[config.mk]
export PLATFORM = sky130hd
export DESIGN_NAME = deadline_task_queue_dispatcher_unit
export DESIGN_NICKNAME = d
export VERILOG_FILES = /design/src/rtl/core/dtqd_pkg.sv /design/src/rtl/core/dtqd_div.sv /design/src/rtl/core/dtqd_slot_mem.sv /design/src/rtl/core/deadline_task_queue_dispatcher_unit.sv
export VERILOG_INCLUDE_DIRS = /design/src /design/src/rtl/core
export SDC_FILE = /design/constraint.sdc
export NUM_CORES = 2
export LEC_CHECK = 0
export ABC_CLOCK_PERIOD_IN_PS = 19800
export CORE_UTILIZATION = 35
export CTS_CLUSTER_SIZE = 25
export DETAILED_ROUTE_END_ITERATION = 16
export DONT_BUFFER_PORTS = 1
export PLACE_DENSITY = 0.56
export SYNTH_ARGS = -nofsm -noshare
export SYNTH_HDL_FRONTEND = slang
export SYNTH_SLANG_ARGS = --single-unit
[constraint.sdc]
create_clock -name clk -period 19.8 [get_ports clk]
set_input_delay 2.97 -clock clk [delete_from_list [all_inputs] [get_ports clk]]
set_output_delay 2.97 -clock clk [all_outputs]
set_load 0.01 [all_outputs]
[src/rtl/core/deadline_task_queue_dispatcher_unit_defines.svh]
// Assertion macros for the dispatcher.
`ifndef DEADLINE_TASK_QUEUE_DISPATCHER_UNIT_DEFINES_SVH
`define DEADLINE_TASK_QUEUE_DISPATCHER_UNIT_DEFINES_SVH
`ifndef ASSERT_OFF
`define DTQ_ASSERT(label, clk, rst, prop, msg) \
  label: assert property (@(posedge clk) disable iff (rst) prop) else $error(msg);
`define DTQ_ASSERT_RST(label, clk, prop, msg) \
  label: assert property (@(posedge clk) prop) else $error(msg);
`else
`define DTQ_ASSERT(label, clk, rst, prop, msg)
`define DTQ_ASSERT_RST(label, clk, prop, msg)
`endif
`endif

[src/rtl/core/dtqd_pkg.sv]
`timescale 1ns / 1ps
package dtqd_pkg;
  localparam int TASK_SLOTS_DEF = 16;
  localparam int SERVERS_DEF = 8;

  localparam logic [2:0] CMD_INSERT   = 3'd0;
  localparam logic [2:0] CMD_TICK     = 3'd1;
  localparam logic [2:0] CMD_LOAD     = 3'd2;
  localparam logic [2:0] CMD_STATE    = 3'd3;
  localparam logic [2:0] CMD_CPU_DONE = 3'd4;
  localparam logic [2:0] CMD_DISPATCH = 3'd5;

  localparam logic [2:0] ST_DONE     = 3'd0;
  localparam logic [2:0] ST_INSERTED = 3'd1;
  localparam logic [2:0] ST_REFUSED  = 3'd2;
  localparam logic [2:0] ST_DISP     = 3'd3;
  localparam logic [2:0] ST_NONE     = 3'd4;

  localparam logic CFG_SLOTS   = 1'b0;
  localparam logic CFG_SERVERS = 1'b1;

  typedef struct packed {
    logic [2:0]  command;
    logic [30:0] task_id;
    logic [30:0] instr_count;
    logic [15:0] time_limit;
    logic [2:0]  server_index;
    logic        cpu_select;
    logic [15:0] cap_primary;
    logic [15:0] cap_secondary;
    logic        server_on;
    logic        high_perf;
  } req_t;

  typedef struct packed {
    logic [2:0]  status;
    logic [30:0] out_task_id;
    logic [30:0] out_instr_count;
    logic [31:0] out_arrival;
    logic [2:0]  out_server;
    logic        out_cpu;
    logic [4:0]  dropped_now;
    logic [4:0]  queued_count;
    logic [31:0] refused_total;
  } rsp_t;

  typedef struct packed {
    logic [30:0] task_id;
    logic [30:0] instr;
    logic [31:0] deadline;
    logic [31:0] arrival;
  } slot_t;

  typedef enum logic [3:0] {
    S_IDLE, S_INS_RD, S_INS_CHK, S_SWP_RD, S_SWP_CHK,
    S_MIN_RD, S_MIN_CHK, S_FEAS_RD, S_DIV, S_FEAS_CHK, S_RESP
  } state_t;

  typedef struct packed {
    logic        start;
    logic [31:0] num;
    logic [15:0] den;
  } div_req_t;
endpackage

[src/rtl/core/dtqd_div.sv]
`timescale 1ns / 1ps
// Restoring divider, one quotient bit per cycle.
module dtqd_div (
  input  logic              clk,
  input  logic              rst,
  input  dtqd_pkg::div_req_t req,
  output logic              done,
  output logic [31:0]       quot
);
  logic [31:0] q;
  logic [16:0] rem;
  logic [5:0]  cnt;
  logic        busy;
  logic [16:0] trial;

  assign trial = {rem[15:0], q[31]} - {1'b0, req.den};

  always_ff @(posedge clk) begin
    if (rst) begin
      busy <= 1'b0;
      done <= 1'b0;
      cnt  <= '0;
    end else begin
      if (req.start) begin
        busy <= 1'b1;
        cnt  <= 6'd32;
        done <= 1'b0;
      end else if (busy) begin
        cnt  <= cnt - 6'd1;
        done <= (cnt == 6'd1);
        if (cnt == 6'd1) begin
          busy <= 1'b0;
        end
      end else begin
        done <= 1'b0;
      end
    end
  end

  always_ff @(posedge clk) begin
    if (req.start) begin
      q   <= req.num;
      rem <= '0;
    end else if (busy) begin
      if (!trial[16]) begin
        rem <= trial;
        q   <= {q[30:0], 1'b1};
      end else begin
        rem <= {rem[15:0], q[31]};
        q   <= {q[30:0], 1'b0};
      end
    end
  end

  assign quot = q;
endmodule

[src/rtl/core/dtqd_slot_mem.sv]
`timescale 1ns / 1ps
module dtqd_slot_mem #(
  parameter int TASK_SLOTS = dtqd_pkg::TASK_SLOTS_DEF,
  localparam int AW = (TASK_SLOTS > 1) ? $clog2(TASK_SLOTS) : 1
) (
  input  logic                clk,
  input  logic                we,
  input  logic [AW-1:0]       waddr,
  input  dtqd_pkg::slot_t     wdata,
  input  logic [AW-1:0]       raddr,
  output dtqd_pkg::slot_t     rdata
);
  dtqd_pkg::slot_t mem [TASK_SLOTS];

  always_ff @(posedge clk) begin
    if (we) mem[waddr] <= wdata;
    rdata <= mem[raddr];
  end
endmodule

[src/rtl/core/deadline_task_queue_dispatcher_unit.sv]
`timescale 1ns / 1ps
// Tick, load, state, cpu done and unused codes go straight to the result state; insert
// runs a free-slot search, then a sweep. Dispatch runs one slot scan per walked task
// and two divider capacity checks per server. Throughput: one request at a time; busy
// is high from the cycle after start until the result state and low in the strobe cycle.
// Synchronous active-high reset clears control state, not the slots.
`include "deadline_task_queue_dispatcher_unit_defines.svh"
module deadline_task_queue_dispatcher_unit #(
  parameter int TASK_SLOTS = dtqd_pkg::TASK_SLOTS_DEF,
  parameter int SERVERS = dtqd_pkg::SERVERS_DEF,
  localparam int AW = (TASK_SLOTS > 1) ? $clog2(TASK_SLOTS) : 1,
  localparam int SW = (SERVERS > 1) ? $clog2(SERVERS) : 1
) (
  input  logic            clk,
  input  logic            rst,
  input  logic            start,
  output logic            busy,
  input  dtqd_pkg::req_t  req,
  output logic            result_valid,
  output dtqd_pkg::rsp_t  result,
  input  logic            cfg_valid,
  output logic            cfg_ready,
  input  logic            cfg_index,
  input  logic [31:0]     cfg_data
);
  localparam int CW = $clog2(TASK_SLOTS + 1);
  localparam int VW = $clog2(SERVERS + 1);

  dtqd_pkg::state_t state, state_next;
  dtqd_pkg::req_t   r;
  logic [4:0]  slots_in_use;
  logic [3:0]  servers_in_use;
  logic [TASK_SLOTS-1:0] valid, seen;
  logic [15:0] capp [SERVERS];
  logic [15:0] caps [SERVERS];
  logic [SERVERS-1:0] running, pfree, sfree;
  logic [31:0] now, refused;
  logic [CW-1:0] queued;
  logic [4:0]  dropped;
  logic [2:0]  status;
  logic [AW:0] idx;
  logic [AW-1:0] best;
  logic        have_best;
  dtqd_pkg::slot_t bslot, rd;
  logic [VW-1:0] srv;
  logic        which, feasible;
  logic        done_qp;
  logic        qp_ok;
  logic        mem_we;
  logic [AW-1:0] mem_waddr, mem_raddr;
  dtqd_pkg::slot_t mem_wdata;
  dtqd_pkg::div_req_t dreq;
  logic        ddone;
  logic [31:0] dquot;
  logic [32:0] finish;
  logic        in_time;
  logic [AW:0] n_slots;
  logic [VW-1:0] n_srv;
  logic [2:0] o_srv;
  logic        o_cpu;
  dtqd_pkg::slot_t oslot;
  logic        use_p, grant;

  assign n_slots = (32'(slots_in_use) > TASK_SLOTS) ? (AW+1)'(TASK_SLOTS)
                                                    : (AW+1)'(slots_in_use);
  assign n_srv = (32'(servers_in_use) > SERVERS) ? VW'(SERVERS)
                                                 : VW'(servers_in_use);
  assign cfg_ready = 1'b1;
  assign busy = (state != dtqd_pkg::S_IDLE);

  dtqd_slot_mem #(.TASK_SLOTS(TASK_SLOTS)) u_mem (
    .clk(clk), .we(mem_we), .waddr(mem_waddr), .wdata(mem_wdata),
    .raddr(mem_raddr), .rdata(rd)
  );

  dtqd_div u_div (.clk(clk), .rst(rst), .req(dreq), .done(ddone), .quot(dquot));

  logic [15:0] cur_cap;
  assign cur_cap = which ? caps[SW'(srv)] : capp[SW'(srv)];
  assign dreq.start = (state == dtqd_pkg::S_FEAS_RD);
  assign dreq.num = {1'b0, bslot.instr};
  assign dreq.den = cur_cap;
  assign finish = {1'b0, dquot} + {1'b0, now};
  assign in_time = finish < {1'b0, bslot.deadline};
  assign mem_raddr = idx[AW-1:0];

  // which=1: primary result in qp_ok, secondary result in done_qp
  assign use_p = pfree[SW'(srv)] && qp_ok;
  assign grant = which && running[SW'(srv)] &&
                 (use_p || (r.high_perf && sfree[SW'(srv)] && done_qp));

  logic ins_hit;
  assign ins_hit = !valid[idx[AW-1:0]];

  // next state
  always_comb begin
    state_next = state;
    unique case (state)
      dtqd_pkg::S_IDLE:
        if (start) begin
          unique case (req.command)
            dtqd_pkg::CMD_INSERT:   state_next = dtqd_pkg::S_INS_CHK;
            dtqd_pkg::CMD_DISPATCH: state_next = dtqd_pkg::S_MIN_RD;
            default:                state_next = dtqd_pkg::S_RESP;
          endcase
        end
      dtqd_pkg::S_INS_RD: state_next = dtqd_pkg::S_INS_CHK;
      dtqd_pkg::S_INS_CHK:
        if (idx >= n_slots || ins_hit) state_next = dtqd_pkg::S_SWP_RD;
      dtqd_pkg::S_SWP_RD:
        state_next = (idx >= n_slots) ? dtqd_pkg::S_RESP : dtqd_pkg::S_SWP_CHK;
      dtqd_pkg::S_SWP_CHK: state_next = dtqd_pkg::S_SWP_RD;
      dtqd_pkg::S_MIN_RD:
        state_next = (idx >= n_slots) ? (have_best ? dtqd_pkg::S_FEAS_RD
                                                   : dtqd_pkg::S_RESP)
                                      : dtqd_pkg::S_MIN_CHK;
      dtqd_pkg::S_MIN_CHK: state_next = dtqd_pkg::S_MIN_RD;
      dtqd_pkg::S_FEAS_RD:
        state_next = dtqd_pkg::S_DIV;
      dtqd_pkg::S_DIV: if (ddone) state_next = dtqd_pkg::S_FEAS_CHK;
      dtqd_pkg::S_FEAS_CHK:
        if (srv >= n_srv) state_next = dtqd_pkg::S_MIN_RD;
        else if (grant) state_next = dtqd_pkg::S_RESP;
        else state_next = dtqd_pkg::S_FEAS_RD;
      dtqd_pkg::S_RESP: state_next = dtqd_pkg::S_IDLE;
      default: state_next = dtqd_pkg::S_IDLE;
    endcase
    if (state == dtqd_pkg::S_FEAS_RD && srv >= n_srv)
      state_next = dtqd_pkg::S_FEAS_CHK;
  end

  // memory write port
  always_comb begin
    mem_we = 1'b0;
    mem_waddr = idx[AW-1:0];
    mem_wdata.task_id = r.task_id;
    mem_wdata.instr = r.instr_count;
    mem_wdata.deadline = now + 32'(r.time_limit);
    mem_wdata.arrival = now;
    unique case (state)
      dtqd_pkg::S_INS_CHK: mem_we = (idx < n_slots) && ins_hit;
      default: mem_we = 1'b0;
    endcase
  end

  function automatic logic [CW-1:0] dec_q(input logic [CW-1:0] q);
    return (q != '0) ? q - CW'(1) : q;
  endfunction

  always_ff @(posedge clk) begin
    if (rst) begin
      state <= dtqd_pkg::S_IDLE;
      slots_in_use <= 5'd16;
      servers_in_use <= 4'd8;
      valid <= '0;
      running <= '0;
      pfree <= '1;
      sfree <= '1;
      now <= '0;
      refused <= '0;
      queued <= '0;
      result_valid <= 1'b0;
      for (int i = 0; i < SERVERS; i++) begin
        capp[i] <= 16'd1;
        caps[i] <= 16'd1;
      end
    end else begin
      state <= state_next;
      result_valid <= (state == dtqd_pkg::S_RESP);
      if (cfg_valid && cfg_ready) begin
        unique case (cfg_index)
          dtqd_pkg::CFG_SLOTS:   slots_in_use <= cfg_data[4:0];
          dtqd_pkg::CFG_SERVERS: servers_in_use <= cfg_data[3:0];
          default: ;
        endcase
      end
      unique case (state)
        dtqd_pkg::S_IDLE: if (start) begin
          r <= req;
          idx <= '0;
          dropped <= '0;
          status <= dtqd_pkg::ST_DONE;
          seen <= '0;
          have_best <= 1'b0;
          o_srv <= '0;
          o_cpu <= 1'b0;
          oslot <= '0;
          case (req.command)
            dtqd_pkg::CMD_TICK: now <= now + 32'd1;
            dtqd_pkg::CMD_LOAD: if (32'(req.server_index) < 32'(SERVERS)) begin
              capp[SW'(req.server_index)] <= (req.cap_primary != '0) ? req.cap_primary : 16'd1;
              caps[SW'(req.server_index)] <= (req.cap_secondary != '0) ? req.cap_secondary : 16'd1;
            end
            dtqd_pkg::CMD_STATE: if (32'(req.server_index) < 32'(SERVERS))
              running[SW'(req.server_index)] <= req.server_on;
            dtqd_pkg::CMD_CPU_DONE: if (32'(req.server_index) < 32'(SERVERS)) begin
              if (req.cpu_select) sfree[SW'(req.server_index)] <= 1'b1;
              else pfree[SW'(req.server_index)] <= 1'b1;
            end
            dtqd_pkg::CMD_DISPATCH: status <= dtqd_pkg::ST_NONE;
            default: ;
          endcase
        end
        dtqd_pkg::S_INS_CHK: begin
          if (idx >= n_slots) begin
            status <= dtqd_pkg::ST_REFUSED;
            if (refused != '1) refused <= refused + 32'd1;
            idx <= '0;
          end else if (ins_hit) begin
            status <= dtqd_pkg::ST_INSERTED;
            valid[idx[AW-1:0]] <= 1'b1;
            queued <= queued + CW'(1);
            idx <= '0;
          end else idx <= idx + 1'b1;
        end
        dtqd_pkg::S_SWP_CHK: begin
          if (valid[idx[AW-1:0]] && rd.deadline <= now) begin
            valid[idx[AW-1:0]] <= 1'b0;
            queued <= dec_q(queued);
            if (refused != '1) refused <= refused + 32'd1;
            dropped <= dropped + 5'd1;
          end
          idx <= idx + 1'b1;
        end
        dtqd_pkg::S_MIN_RD: if (idx >= n_slots) begin
          srv <= '0;
          which <= 1'b0;
          feasible <= 1'b0;
          qp_ok <= 1'b0;
        end
        dtqd_pkg::S_MIN_CHK: begin
          if (valid[idx[AW-1:0]] && !seen[idx[AW-1:0]] &&
              (!have_best || rd.deadline < bslot.deadline ||
               (rd.deadline == bslot.deadline && rd.arrival < bslot.arrival))) begin
            have_best <= 1'b1;
            best <= idx[AW-1:0];
            bslot <= rd;
          end
          idx <= idx + 1'b1;
        end
        dtqd_pkg::S_DIV: if (ddone) begin
          done_qp <= in_time;
        end
        dtqd_pkg::S_FEAS_CHK: begin
          if (srv >= n_srv) begin
            // walked every server without a grant; mark seen, drop the task if no server met its deadline
            seen[best] <= 1'b1;
            have_best <= 1'b0;
            idx <= '0;
            if (!feasible) begin
              valid[best] <= 1'b0;
              queued <= dec_q(queued);
              if (refused != '1) refused <= refused + 32'd1;
              dropped <= dropped + 5'd1;
            end
          end else begin
            // which=0: primary result; which=1: secondary result
            if (!which) begin
              qp_ok <= done_qp;
              which <= 1'b1;
            end else begin
              which <= 1'b0;
              srv <= srv + 1'b1;
              if (qp_ok || done_qp) feasible <= 1'b1;
              if (grant) begin
                if (use_p) pfree[SW'(srv)] <= 1'b0;
                else sfree[SW'(srv)] <= 1'b0;
                o_cpu <= !use_p;
                o_srv <= 3'(srv);
                oslot <= bslot;
                valid[best] <= 1'b0;
                queued <= dec_q(queued);
                status <= dtqd_pkg::ST_DISP;
              end
            end
          end
        end
        default: ;
      endcase
    end
  end

  // outputs
  always_comb begin
    result.status = status;
    result.out_task_id = oslot.task_id;
    result.out_instr_count = oslot.instr;
    result.out_arrival = oslot.arrival;
    result.out_server = o_srv;
    result.out_cpu = o_cpu;
    result.dropped_now = dropped;
    result.queued_count = 5'(queued);
    result.refused_total = refused;
  end

  `DTQ_ASSERT(a_one_result, clk, rst, result_valid |=> !result_valid, "double result")
  `DTQ_ASSERT(a_idle_after, clk, rst, result_valid |-> !busy, "busy after result")
  `DTQ_ASSERT_RST(a_rst_idle, clk, $past(rst) |-> !busy, "busy after reset")
endmodule

==> impl_metrics.json <==
{
  "reg2regPathDepth": 15,
  "drt_iter0_drc": 5681,
  "syn_area_per_cell_um2": 19.0,
  "syn_area_um2": 116000,
  "core_area_um2": 330000,
  "cap_violations": 0,
  "regArea_um2": 85100,
  "finalCriticalPeriod_ns": 6.47,
  "cp_data_required_time_ns": 20.34,
  "finClkSkew_ns": 0.0686,
  "clockBufferDepth": 4,
  "synth_flop_cell": "edfxtp_1",
  "setup_tns_ns": 0,
  "port_buffers": 0,
  "clk_pin_slew_ns": 0.06,
  "reg2reg_slack_ns": 13.33,
  "hold_buffers": 0,
  "ant_nets": 0,
  "hp-class": "reg -> reg",
  "ios": 302,
  "crit_type": "reg -> reg",
  "syn_inst": 6105,
  "hold_path_depth": 0,
  "fmax_ghz": 0.155,
  "status": "completed",
  "design.final.nets": 6617,
  "slew_headroom_pct": 11.6,
  "antenna_found_initial": 28,
  "cts.sinks": 2925,
  "drc": 0,
  "ctsHtreeMaxLevel": 5,
  "cts_tree": "yes",
  "design_area_um2": 132000,
  "ir_drop_mv": 0.0785,
  "hpwlAfterDp_um": 163000,
  "grt_pass1_vias": 59100,
  "ctsResizeCount": 0,
  "timing.rr.end": "done_qp",
  "die_w_um": 578,
  "min_from": "u_mem.rdata[87]",
  "layoutNonFillerInstCount": 10900,
  "worstMarginPinSlew_ns": 1.32,
  "grt_first_pass_wirelength_um": 419000,
  "wl_per_cell_um": 27.0,
  "post_cts_buffers": 0,
  "viasPerCell": 5.34,
  "timing.final.crit_share_pct": 32.7,
  "slew_viol_final": 0,
  "synth_edf_count": 2648,
  "ys_seq_area_share_pct": 73.2,
  "crit_fanout": 20,
  "globalplace.congestion": 0.834,
  "finalHoldViolations": 0,
  "start_util_pct": 35.2,
  "multi_input_area_um2": 29700,
  "die_h_um": 578,
  "holdPathEnd": "bslot[87]",
  "ys_types": 72,
  "grt-ovfl-total": 0,
  "grt_max_degree": 150,
  "dpl-instance-area_um2": 122000,
  "syn_nets": 6477,
  "cp-start-kind": "register",
  "dieArea_um2": 334000,
  "async_flop_share_pct": 0,
  "setup_viol": 0,
  "dp_cells": 10300,
  "fill_cells": 29300,
  "rsz0062_at_grt": "false",
  "drt-pass1-iter-count": 5,
  "cts_buffers": 307,
  "grtUsageTotal_pct": 17.3,
  "rows": 211,
  "yosys_register_bits": 2925,
  "clk-insertion-delay-late_ns": 0.93,
  "end_kind": "register",
  "wl_um": 293000,
  "r2r-start": "now[6]",
  "synth_warnings": 0,
  "power.density_nw_per_um2": 118,
  "area_growth_pct": 13.5,
  "vias": 58000,
  "crit_arrival_ns": 7.01,
  "drive_gt1_share_pct": 20.9,
  "root_buffer": "clkbuf_16",
  "p_leak_nw": 42.7
}
## layout make-up
| class | count | area share, % |
|---|---|---|
| Multi-Input combinational cell | 2730 | 22.5 |
| Clock buffer | 407 | 6.48 |
| Tap cell | 4366 | 4.14 |
| Inverter | 169 | 0.483 |
| Timing Repair Buffer | 112 | 0.713 |
| Clock inverter | 156 | 1.16 |
| Sequential cell | 2925 | 64.5 |
| Antenna cell | 6 | 0.0114 |
## Yosys cell counts (all sizes together) (65+ instances only)
library cell / n / share of area (%)
ha: 212 / 2.3
mux4: 722 / 14
and2: 316 / 1.7
nor2: 247 / 0.80
edfxtp: 2648 / 68
dfxtp: 277 / 4.8
o21ai: 85 / 0.37
inv: 169 / 0.55
nand2: 227 / 0.73
clkbuf: 216 / 0.70
xnor2: 85 / 0.64
nand3: 81 / 0.35
buf: 65 / 0.23
a21oi: 174 / 0.75
## state kept, by name, indices dropped and copies added (netlist names), 32 cells and up, named ones only
name / count
bslot: 126
capp: 128
caps: 128
mem_wdata: 62
now: 32
refused: 32
result: 94
u_div.quot: 32
u_mem.mem: 2016
u_mem.rdata: 126
## per-layer routing
| layer | vias up | GRT usage (%) | part of all wire [%] |
|---|---|---|---|
| met5 | - | 0 | 0.030 |
| met4 | 12 | 3.97 | 2.2 |
| met3 | 419 | 3.31 | 6.5 |
| met2 | 1709 | 28.0 | 48 |
| met1 | 31100 | 24.1 | 44 |
| li1 | 24800 | - | - |
## power breakdown
group | internal, W | switching (W)
clock | 0.00334 | 0.00241
combinational | 0.00102 | 0.00124
sequential | 0.00724 | 0.000349
## critical path: stages (launching register included)
cell and delay, ns:
dfxtp_1 0.86, ha_1 0.43, a2111oi_0 0.42, nand2b_1 0.15, a221o_1 0.42, a31oi_1 0.32, o31ai_1 0.23, a221oi_1 0.55
nor4b_1 0.11, or3_1 0.37, ha_1 0.30, a211oi_1 0.43, o211ai_1 0.16, a21oi_1 0.27, a211oi_1 0.13, a2111oi_2 0.90
## worst max path at each step
stage	from	to	slack, ns	cells past startpoint
final	now[6]	done_qp	13.33	15
after global routing	now[6]	done_qp	13.14	15
after CTS	now[6]	done_qp	13.36	15
after detailed placement	start	caps[1][6]	13.31	5
after global placement	start	caps[1][6]	13.34	5
after floorplan	rst	o_cpu	8.61	3
## cells by family (layout without fill, tap and decap cells)
logic type | count (synthesis) | count (layout) | share of synthesized area (%)
simple gates | 1151 | 1151 | 5.13
buf+inv | 450 | 844 | 1.47
xor+xnor | 133 | 133 | 1.00
flops | 2925 | 2925 | 73.2
fa+ha+maj | 216 | 216 | 2.35
compound gates | 480 | 480 | 2.63
other cells | 1 | 7 | 0.00323
mux | 749 | 749 | 14.2
## per-stage QoR
step | setup WS, ns | util, % | total power [W] | hold WS, ns
after floorplan | 8.61 | - | 0.00922 | 0.386
after global placement | 13.34 | 36.9 | 0.00998 | 0.386
after detailed placement | 13.31 | 36.9 | 0.0100 | 0.389
after CTS | 13.36 | 39.9 | 0.0158 | 0.385
after global routing | 13.14 | 39.9 | 0.0162 | 0.389
final | 13.33 | 39.9 | 0.0156 | 0.376
## cells in the final DEF, fill, tap and decap left out, drive strengths merged, types with 112 or more instances in the layout
master  instances
edfxtp       2648
clkbuf        407
and2          316
buf           112
dfxtp         277
nor2          247
nand2         227
mux4          722
inv           177
a21oi         174
ha            212
Note: power is estimated with default switching activity, not from simulation.
